[config.mk]
export PLATFORM = sky130hd
export DESIGN_NAME = ppws_mul
export DESIGN_NICKNAME = d
export VERILOG_FILES = /design/src/sv/ppws_pkg.sv /design/src/sv/ppws_mul.sv
export SDC_FILE = /design/constraint.sdc
export NUM_CORES = 1
export LEC_CHECK = 0
export ABC_AREA = 1
export BUFFER_PORTS_ARGS = -buffer_cell sky130_fd_sc_hd__buf_4
export CELL_PAD_IN_SITES_DETAIL_PLACEMENT = 1
export CELL_PAD_IN_SITES_GLOBAL_PLACEMENT = 1
export CORE_ASPECT_RATIO = 0.5
export CORE_MARGIN = 4
export CORE_UTILIZATION = 43
export CTS_BUF_LIST = sky130_fd_sc_hd__clkbuf_8
export CTS_CLUSTER_SIZE = 25
export DETAILED_ROUTE_END_ITERATION = 7
export GPL_TIMING_DRIVEN = 0
export PLACE_DENSITY = 0.82
export SYNTH_ARGS = -nofsm -noshare
export SYNTH_HDL_FRONTEND = slang
export SYNTH_SLANG_ARGS = --single-unit
export TNS_END_PERCENT = 30
[constraint.sdc]
create_clock -name i_clk -period 6.3 [get_ports i_clk]
set_input_delay 1.26 -clock i_clk [delete_from_list [all_inputs] [get_ports i_clk]]
set_output_delay 1.26 -clock i_clk [all_outputs]
set_load 0.05 [all_outputs]
[src/sv/ppws_pkg.sv]
// shared widths, codes and types of the packed pixel window store
package ppws_pkg;

    localparam int COORD_W     = 16;
    localparam int BPP_W       = 6;
    localparam int STORE_BYTES = 16384;
    localparam int ADDR_W      = $clog2(STORE_BYTES);
    localparam int CNT_W       = $clog2(STORE_BYTES + 1);
    // byte position floor(p*bpp/8)
    localparam int BPOS_W      = COORD_W + BPP_W - 3;
    localparam int MUL_A_W     = BPOS_W + 1;
    localparam int MUL_B_W     = COORD_W + 1;
    localparam int PROD_W      = MUL_A_W + MUL_B_W;
    localparam int BASE_W      = PROD_W + 1;
    localparam int PIX_W       = 32;
    localparam int STAT_W      = 2;
    localparam int OUT_CNT_W   = 15;
    localparam int CFG_IDX_W   = 3;
    localparam int CFG_DATA_W  = 16;

    localparam logic [BPP_W-1:0] BPP_RESET = BPP_W'(8);

    typedef enum logic [2:0] {
        OP_READ   = 3'd0,
        OP_WRITE  = 3'd1,
        OP_APPEND = 3'd2,
        OP_FILL   = 3'd3,
        OP_CLEAR  = 3'd4
    } t_opcode;

    typedef enum logic [STAT_W-1:0] {
        ST_OK      = 2'd0,
        ST_OUTSIDE = 2'd1,
        ST_BEYOND  = 2'd2,
        ST_FULL    = 2'd3
    } t_status;

    typedef enum logic [CFG_IDX_W-1:0] {
        REG_BPP    = 3'd0,
        REG_LEFT   = 3'd1,
        REG_TOP    = 3'd2,
        REG_RIGHT  = 3'd3,
        REG_BOTTOM = 3'd4
    } t_cfg_reg;

endpackage

[src/sv/ppws_mul.sv]
// shared registered multiplier used for byte positions and row offsets
module ppws_mul (
    input  logic                              i_clk,
    input  logic [ppws_pkg::MUL_A_W-1:0]      i_a,
    input  logic [ppws_pkg::MUL_B_W-1:0]      i_b,
    output logic [ppws_pkg::PROD_W-1:0]       o_prod
);

    logic [ppws_pkg::PROD_W-1:0] r_prod;

    always_ff @(posedge i_clk) begin
        r_prod <= ppws_pkg::PROD_W'(i_a) * ppws_pkg::PROD_W'(i_b);
    end

    assign o_prod = r_prod;

endmodule

# ---- Word level (Yosys, flattened, before mapping)
# Index checks and enable logic that the tools add are counted.
dict set report op_classes {
  multipliers 1
}
# op n
set ops {}
lappend ops {{20-bit by 17-bit multiplier with 37-bit output} 1}
dict set report word_totals {
  output_inout_bits 37
  inputBits 38
  wordCells 2
  ff_bits 37
}

# ---- Longest topological paths before layout
# Gate-level depths: netlist of run 1.
dict set report depth {
  word_depth 1
  ltp_mapped 27
  mapped_depth_nobuf 25
}

# ---- Worst setup path before layout of run 1
# No wires, ideal clock.
dict set report synth_path {
  kind {in2reg}
  from {input i_a[7] (netlist bit)}
  to {register r_prod, in the netlist o_prod[36]}
  path_stages 25
  arrival_ps 6040
  path_buffers 2
  t_required_ps 6188
  slack_ps 148
  setup_ps 112
  cell_sequence {clkbuf_1 -> clkbuf_1 -> nand2_1 -> fa_1 -> inv_1 -> fa_1 -> inv_1 -> fa_1 -> inv_1 -> fa_1 -> fa_1 -> inv_1 -> fa_1 -> inv_1 -> ha_1 -> nand2_1 -> inv_1 -> nand2_1 -> nand2_1 -> a21oi_1 -> nand2_2 -> nand2_1 -> nand2_1 -> nand2_1 -> nand2_1}
}
dict set report synth_via {
  elab_chain_len 1
}
# item line_no
set synth_rtl {}
lappend synth_rtl {{start: declaration} ppws_mul.sv:4} ;# input logic [ppws_pkg::MUL_A_W-1:0] i_a,
lappend synth_rtl {{20-bit by 17-bit multiplier with 37-bit output} ppws_mul.sv:12} ;# r_prod <= ppws_pkg::PROD_W'(i_a) * ppws_pkg::PROD_W'(i_b);
lappend synth_rtl {{end signal: assignment} ppws_mul.sv:12}
lappend synth_rtl {{end: declaration} ppws_mul.sv:9} ;# logic [ppws_pkg::PROD_W-1:0] r_prod;
# No other way between the ends.

# ---- Final worst setup path of run 1
dict set report layout_path {
  from {input i_a[12] (netlist bit)}
  to {register r_prod, in the netlist o_prod[33]}
}
# Same word-level chain as after synthesis.

==> run_results.csv, run 1 <==
group,metric,value,unit
outcome,status,"completed",
routing,viasPerCell,4.95,
floorplanning,die_area,33100,um^2
sta,period_needed,6.15,ns
critical_path,crit_path_frequent_cell,"nand2_1",
global_routing,antenna_found_initial,1,
logic_synthesis,synth_fa_ha_area_frac,0.524,
logic_synthesis,yosysUniqueCellTypes,22,
critical_path,critPathMaxFanout,10,
floorplanning,core-area,29300,um^2
sta,tightest_slew,0.679,ns
critical_path,cp_data_required_time,6.50,ns
logic_synthesis,synthSimpleGateAreaFrac,0.203,
critical_path,path_buf_inv,5,
routing,ant_nets,0,
critical_path,cp-start-kind,"input port",
sta,setup_slack,0.149,ns
sta,relSlewSlack,0.547,
routing,drt-initial-drc-count,868,
critical_path,worstSetupPathType,"input port to flip-flop",
clocking,cts_buffers,5,
logic_synthesis,synth_compound_area_frac,0.00891,
logic_synthesis,synth_top_area_share,0.417,
clocking,root_buffer,"clkbuf_8",
logic_synthesis,ys_top_cells_by_area,"fa_1, inv_1, nand2_1, ha_1, dfxtp_1",
critical_path,end_kind,"flip-flop",
logic_synthesis,synth_nets,2210,
floorplanning,io-pin-count,75,
critical_path,worst_path_max_delay_cell,"fa_1",
logic_synthesis,ys_seq_area_frac,0.0573,
global_routing,grt_overflow,0,
sta,max_clock_freq,163,MHz
clocking,cts_sinks,37,
sta,setup_viol,0,
logic_synthesis,yosysTopAreaCell,"fa_1",
clocking,clock_path_buffers,2,
logic_synthesis,synth_xor_area_frac,0.0122,
logic_synthesis,avgSynthCellArea,7.21,um^2
floorplanning,die_w,253,um
flow_run,max_cap_viol_count,0,
global_routing,grt_use_total,0.265,
routing,avgRoutedWirePerCell,19.4,um
logic_synthesis,synth_warnings,0,
critical_path,arrival,6.36,ns
worst_hold_path,hp-class,"input port to flip-flop",
routing,drtPass1Iterations,5,
sta,final_max_slew_viol_count,0,
place,gp_congestion,0.976,
logic_synthesis,synthCells,1792,
critical_path,critical-path-top-delay-family,"adder cells",
critical_path,slowest_delay,0.62,ns
place,dp_slack,-1.25,ns
floorplanning,die_y,131,um
logic_synthesis,syn_area,12900,um^2
floorplanning,row_count,44,
routing,finalWirelength,43300,um
final_layout,layout.nets,2253,
routing,vias,11000,
sta,rsz0062_at_grt,"yes",
global_routing,grt_pass1_wl,66300,um
place,dp_hpwl,35600,um
place,portBuffers,37,
logic_synthesis,ys_ff_latch,37,
sta,timing.final.crit_share,0.976,
final_layout,antenna_cells,0,
clocking,cts_tree,"yes",
critical_path,path_cells,"clkbuf_4, buf_8, nand2_1, fa_1, fa_1, fa_1, inv_1, fa_1, fa_1, inv_1, fa_1, inv_1, ha_2, nand2_1, nand2_1, nand2_1, nand2_1, a21oi_1, nand2_2, nand2_1, nand2_1, nand2_1, nand2_1",
global_routing,grt_max_degree,13,
floorplanning,initial_core_util,0.441,
place,place_area,13700,um^2
routing,drc,0,
clocking,clk_pin_slew,0.08,ns
final_layout,syn_to_final_growth,9.73,%
global_routing,grt_pass1_vias,12000,
final_layout,fin_area,14200,um^2
logic_synthesis,synth_mux_area_frac,0,
clocking,cts_htree_levels,2,
final_layout,layout-drive-gt1-share,0.0899,
logic_synthesis,synth_top_family_by_area,"adder cells",
final_layout,largest_register_ffs,37,
sta,hold_viol,0,
[cells in the final DEF (no fill, tap or decap), types with 7 or more instances in the layout]
cell and instances:
dfxtp_1 37, nor2_1 33, clkbuf_8 8, nand2_1 571, buf_8 9, inv_1 595, xor2_1 14, clkbuf_4 12
clkbuf_2 34, buf_4 40, nor2_2 9, nand3_1 22, a21oi_1 17, fa_1 262, ha_2 7, ha_1 101
fa_2 7, nand2_2 19
[stage by stage]
| stage | util | TNS, ns | instances | hold slack [ns] |
|---|---|---|---|---|
| final | 0.484 | 0 | 2227 | 1.28 |
| after global routing | 0.484 | -0.0212 | 2227 | 1.29 |
| after CTS | 0.479 | -0.00605 | 2228 | 1.32 |
| after detailed placement | 0.467 | -27.80 | 2220 | 1.65 |
| after global placement | 0.467 | -24.30 | 2220 | 1.64 |
| after floorplan | - | 0 | 1792 | 1.56 |
[area by class of cell]
| class | count | area, um^2 |
|---|---|---|
| fill | 3746 | 15100 |
| multi-input combinational | 1087 | 9780 |
| inverter | 594 | 2230 |
| sequential | 37 | 741 |
| buffer | 73 | 553 |
| tap | 391 | 489 |
| timing repair buffer | 37 | 278 |
| clock buffer | 5 | 68.8 |
| clock inverter | 3 | 42.5 |
[Yosys cell counts, drive strengths merged]
library cell and count:
inv 594, nand2 591, fa 269, ha 111
clkbuf 74, nor2 42, dfxtp 37, nand3 24
a21oi 20, xor2 14, nand4 4, xnor2 4
and2 3, nor3 2, a21o 1, o21bai 1
or2 1
[routing by layer]
metal  vias up  routed length (um)  GRT usage
met3        63                4160     0.0657
met2       398               19800      0.439
met1      5587               18500      0.359
met5         -                  15          0
met4         2                 783     0.0541
li1       4980                   -          -
[final timing paths]
path	startpoint	to	slack [ns]	cells past startpoint
max	i_a[12]	o_prod[33]$_DFF_P_	0.15	23
min	i_a[0]	o_prod[0]$_DFF_P_	1.28	3
[repair_timing]
action                     4_1_cts  5_1_grt
setup endpoints to repair       25       24
hold buffers                     0        0
resized for setup               91      105
cloned                           0        0
pin swaps                        0        6
setup buffers                    0        0
[cell families after synthesis]
logic type / count (synthesis)
xor gates and xnor gates: 18
DFF: 37
and+or+nand+nor: 667
AOI/OAI and AO/OA: 22
adders and majority gates: 380
buffers and inverters: 668
Power of run 1 is not shown: default switching activity piles up to over one toggle a cycle in this logic, so the estimate is an artifact.
==> run 2, diff against run 1 <==
--- a/config.mk
+++ b/config.mk
@@ -11,12 +11,12 @@
 export CELL_PAD_IN_SITES_GLOBAL_PLACEMENT = 1
 export CORE_ASPECT_RATIO = 0.5
 export CORE_MARGIN = 4
-export CORE_UTILIZATION = 43
+export CORE_UTILIZATION = 48
 export CTS_BUF_LIST = sky130_fd_sc_hd__clkbuf_8
 export CTS_CLUSTER_SIZE = 25
 export DETAILED_ROUTE_END_ITERATION = 7
-export GPL_TIMING_DRIVEN = 0
-export PLACE_DENSITY = 0.82
+export GPL_TIMING_DRIVEN = 1
+export PLACE_DENSITY = 0.87
 export SYNTH_ARGS = -nofsm -noshare
 export SYNTH_HDL_FRONTEND = slang
 export SYNTH_SLANG_ARGS = --single-unit
==> constraint.sdc (replaced) <==
create_clock -name i_clk -period 5.9 [get_ports i_clk]
set_input_delay 1.18 -clock i_clk [delete_from_list [all_inputs] [get_ports i_clk]]
set_output_delay 1.18 -clock i_clk [all_outputs]
set_load 0.005 [all_outputs]
==> run 2 against run 1 <==
- the flow now finishes with violations (negative setup slack)
- non-clock buffer count grew 77
- largest cell class unchanged
- global-route usage grew 11 points
- die area shrank 9.9%
- clock-buffer cell count is the same
==> run_results.csv, run 2 (synthesis gave the netlist of run 1 again) <==
group,metric,value,unit
clocking,hold_buffers,0,
global_routing,gr-usage-met3,0.0832,
clocking,clock_path_buffers,2,
critical_path,critPathMaxFanout,10,
place,portBuffers,74,
floorplanning,die_y,124,um
flow_run,max_cap_viol_count,0,
clocking,cts_tree,"yes",
critical_path,worstSetupPathType,"input port to flip-flop",
global_routing,gr-usage-met2,0.635,
floorplanning,row_count,42,
final_layout,largest_register_ffs,37,
sta,relSlewSlack,0.616,
sta,hold_viol,0,
final_layout,syn_to_final_growth,22.2,%
final_layout,final_cell_mix,"inv_1, nand2_1, fa_1",
sta,timing.final.crit_share,1.06,
critical_path,cp_data_required_time,6.08,ns
critical_path,end_kind,"flip-flop",
global_routing,use_met1,0.446,
clocking,cts_htree_levels,2,
sta,final_max_slew_viol_count,0,
place,gp_congestion,0.900,
routing,drt-initial-drc-count,2165,
worst_hold_path,hp-class,"input port to flip-flop",
global_routing,grt_use_total,0.373,
critical_path,cp-start-kind,"input port",
place,dp_hpwl,40600,um
sta,setup_viol,24,
routing,avgRoutedWirePerCell,30.4,um
routing,ant_nets,0,
place,dp_cells,2243,
final_layout,fin_cells,2265,
clocking,cts_buffers,5,
outcome,status,"finished with violations",
sta,period_needed,6.27,ns
routing,finalWirelength,68900,um
critical_path,arrival,6.45,ns
sta,max_clock_freq,159,MHz
routing,drc,0,
final_layout,antenna_cells,0,
clocking,root_buffer,"clkbuf_8",
critical_path,critical-path-top-delay-family,"adder cells",
sta,fin_hold_ws,1.29,ns
global_routing,grt_overflow,0,
global_routing,grt-busiest-layer,"met2",
critical_path,crit_path_frequent_cell,"nand2_1",
critical_path,slowest_delay,0.66,ns
routing,vias,14100,
floorplanning,die_area,29800,um^2
critical_path,worst_path_max_delay_cell,"fa_2",
global_routing,grt_max_degree,21,
place,dp_slack,-0.540,ns
critical_path,path_cells,"buf_6, buf_4, nand2_1, inv_1, fa_1, inv_1, fa_1, fa_1, fa_1, fa_2, fa_2, inv_2, ha_4, nand2_4, inv_1, nand2_1, nand2_2, nand2_1, nand2_2, a21oi_4, nand2_1, nand2_1, nand2_1",
critical_path,path_buf_inv,6,
outcome,violations,"negative setup slack",
global_routing,grt_pass1_vias,14400,
final_layout,layout-drive-gt1-share,0.226,
sta,rsz0062_at_grt,"yes",
routing,viasPerCell,6.21,
clocking,clk_pin_slew,0.11,ns
floorplanning,io-pin-count,75,
final_layout,layout.nets,2330,
global_routing,antenna_found_initial,1,
sta,setup_slack,-0.374,ns
floorplanning,die_w,240,um
routing,drtPass1Iterations,6,
floorplanning,initial_core_util,0.488,
floorplanning,core-area,26500,um^2
final_layout,final_common_cell,"inv_1",
sta,tightest_slew,0.574,ns
global_routing,grt_pass1_wl,83600,um
clocking,cts_sinks,37,
==> run 2: per-stage QoR <==
stage | instance area, um^2 | util | setup TNS [ns]
after detailed placement | 14400 | 0.545 | -9.59
after CTS | 14700 | 0.555 | 0
after floorplan | 13000 | - | -0.00101
after global placement | 14400 | 0.545 | -3.93
after global routing | 15800 | 0.596 | -6.68
final | 15800 | 0.596 | -4.99
==> run 2: path summary, 6_finish.rpt <==
kind | startpoint | depth (start not counted) | slack (ns) | to
worst max-delay path | i_a[11] | 23 | -0.37 | o_prod[35]$_DFF_P_
worst min-delay path | i_b[0] | 3 | 1.29 | o_prod[0]$_DFF_P_
==> run 2: area by class of cell <==
class | instances | area, um^2
fill | 3348 | 10700
sequential | 37 | 741
timing repair buffer | 187 | 1720
clock buffer | 5 | 68.8
clock inverter | 3 | 42.5
multi-input combinational | 1087 | 10500
inverter | 594 | 2230
tap | 352 | 440
==> run 2: timing repair <==
item | in CTS | in global routing
pin swaps | 13 | 103
gates resized for setup | 38 | 293
setup endpoints to repair | 21 | 25
buffers inserted | 1 | 12
gates cloned | 0 | 1
==> run 2: routing by layer <==
layer	vias to the layer above	routed length, um	part of all wire
li1	5130	-	-
met1	6749	22800	0.33
met2	1549	29800	0.43
met4	2	7450	0.11
met5	-	12	0.00017
met3	645	8830	0.13
Power of run 2 is left out for the same reason.
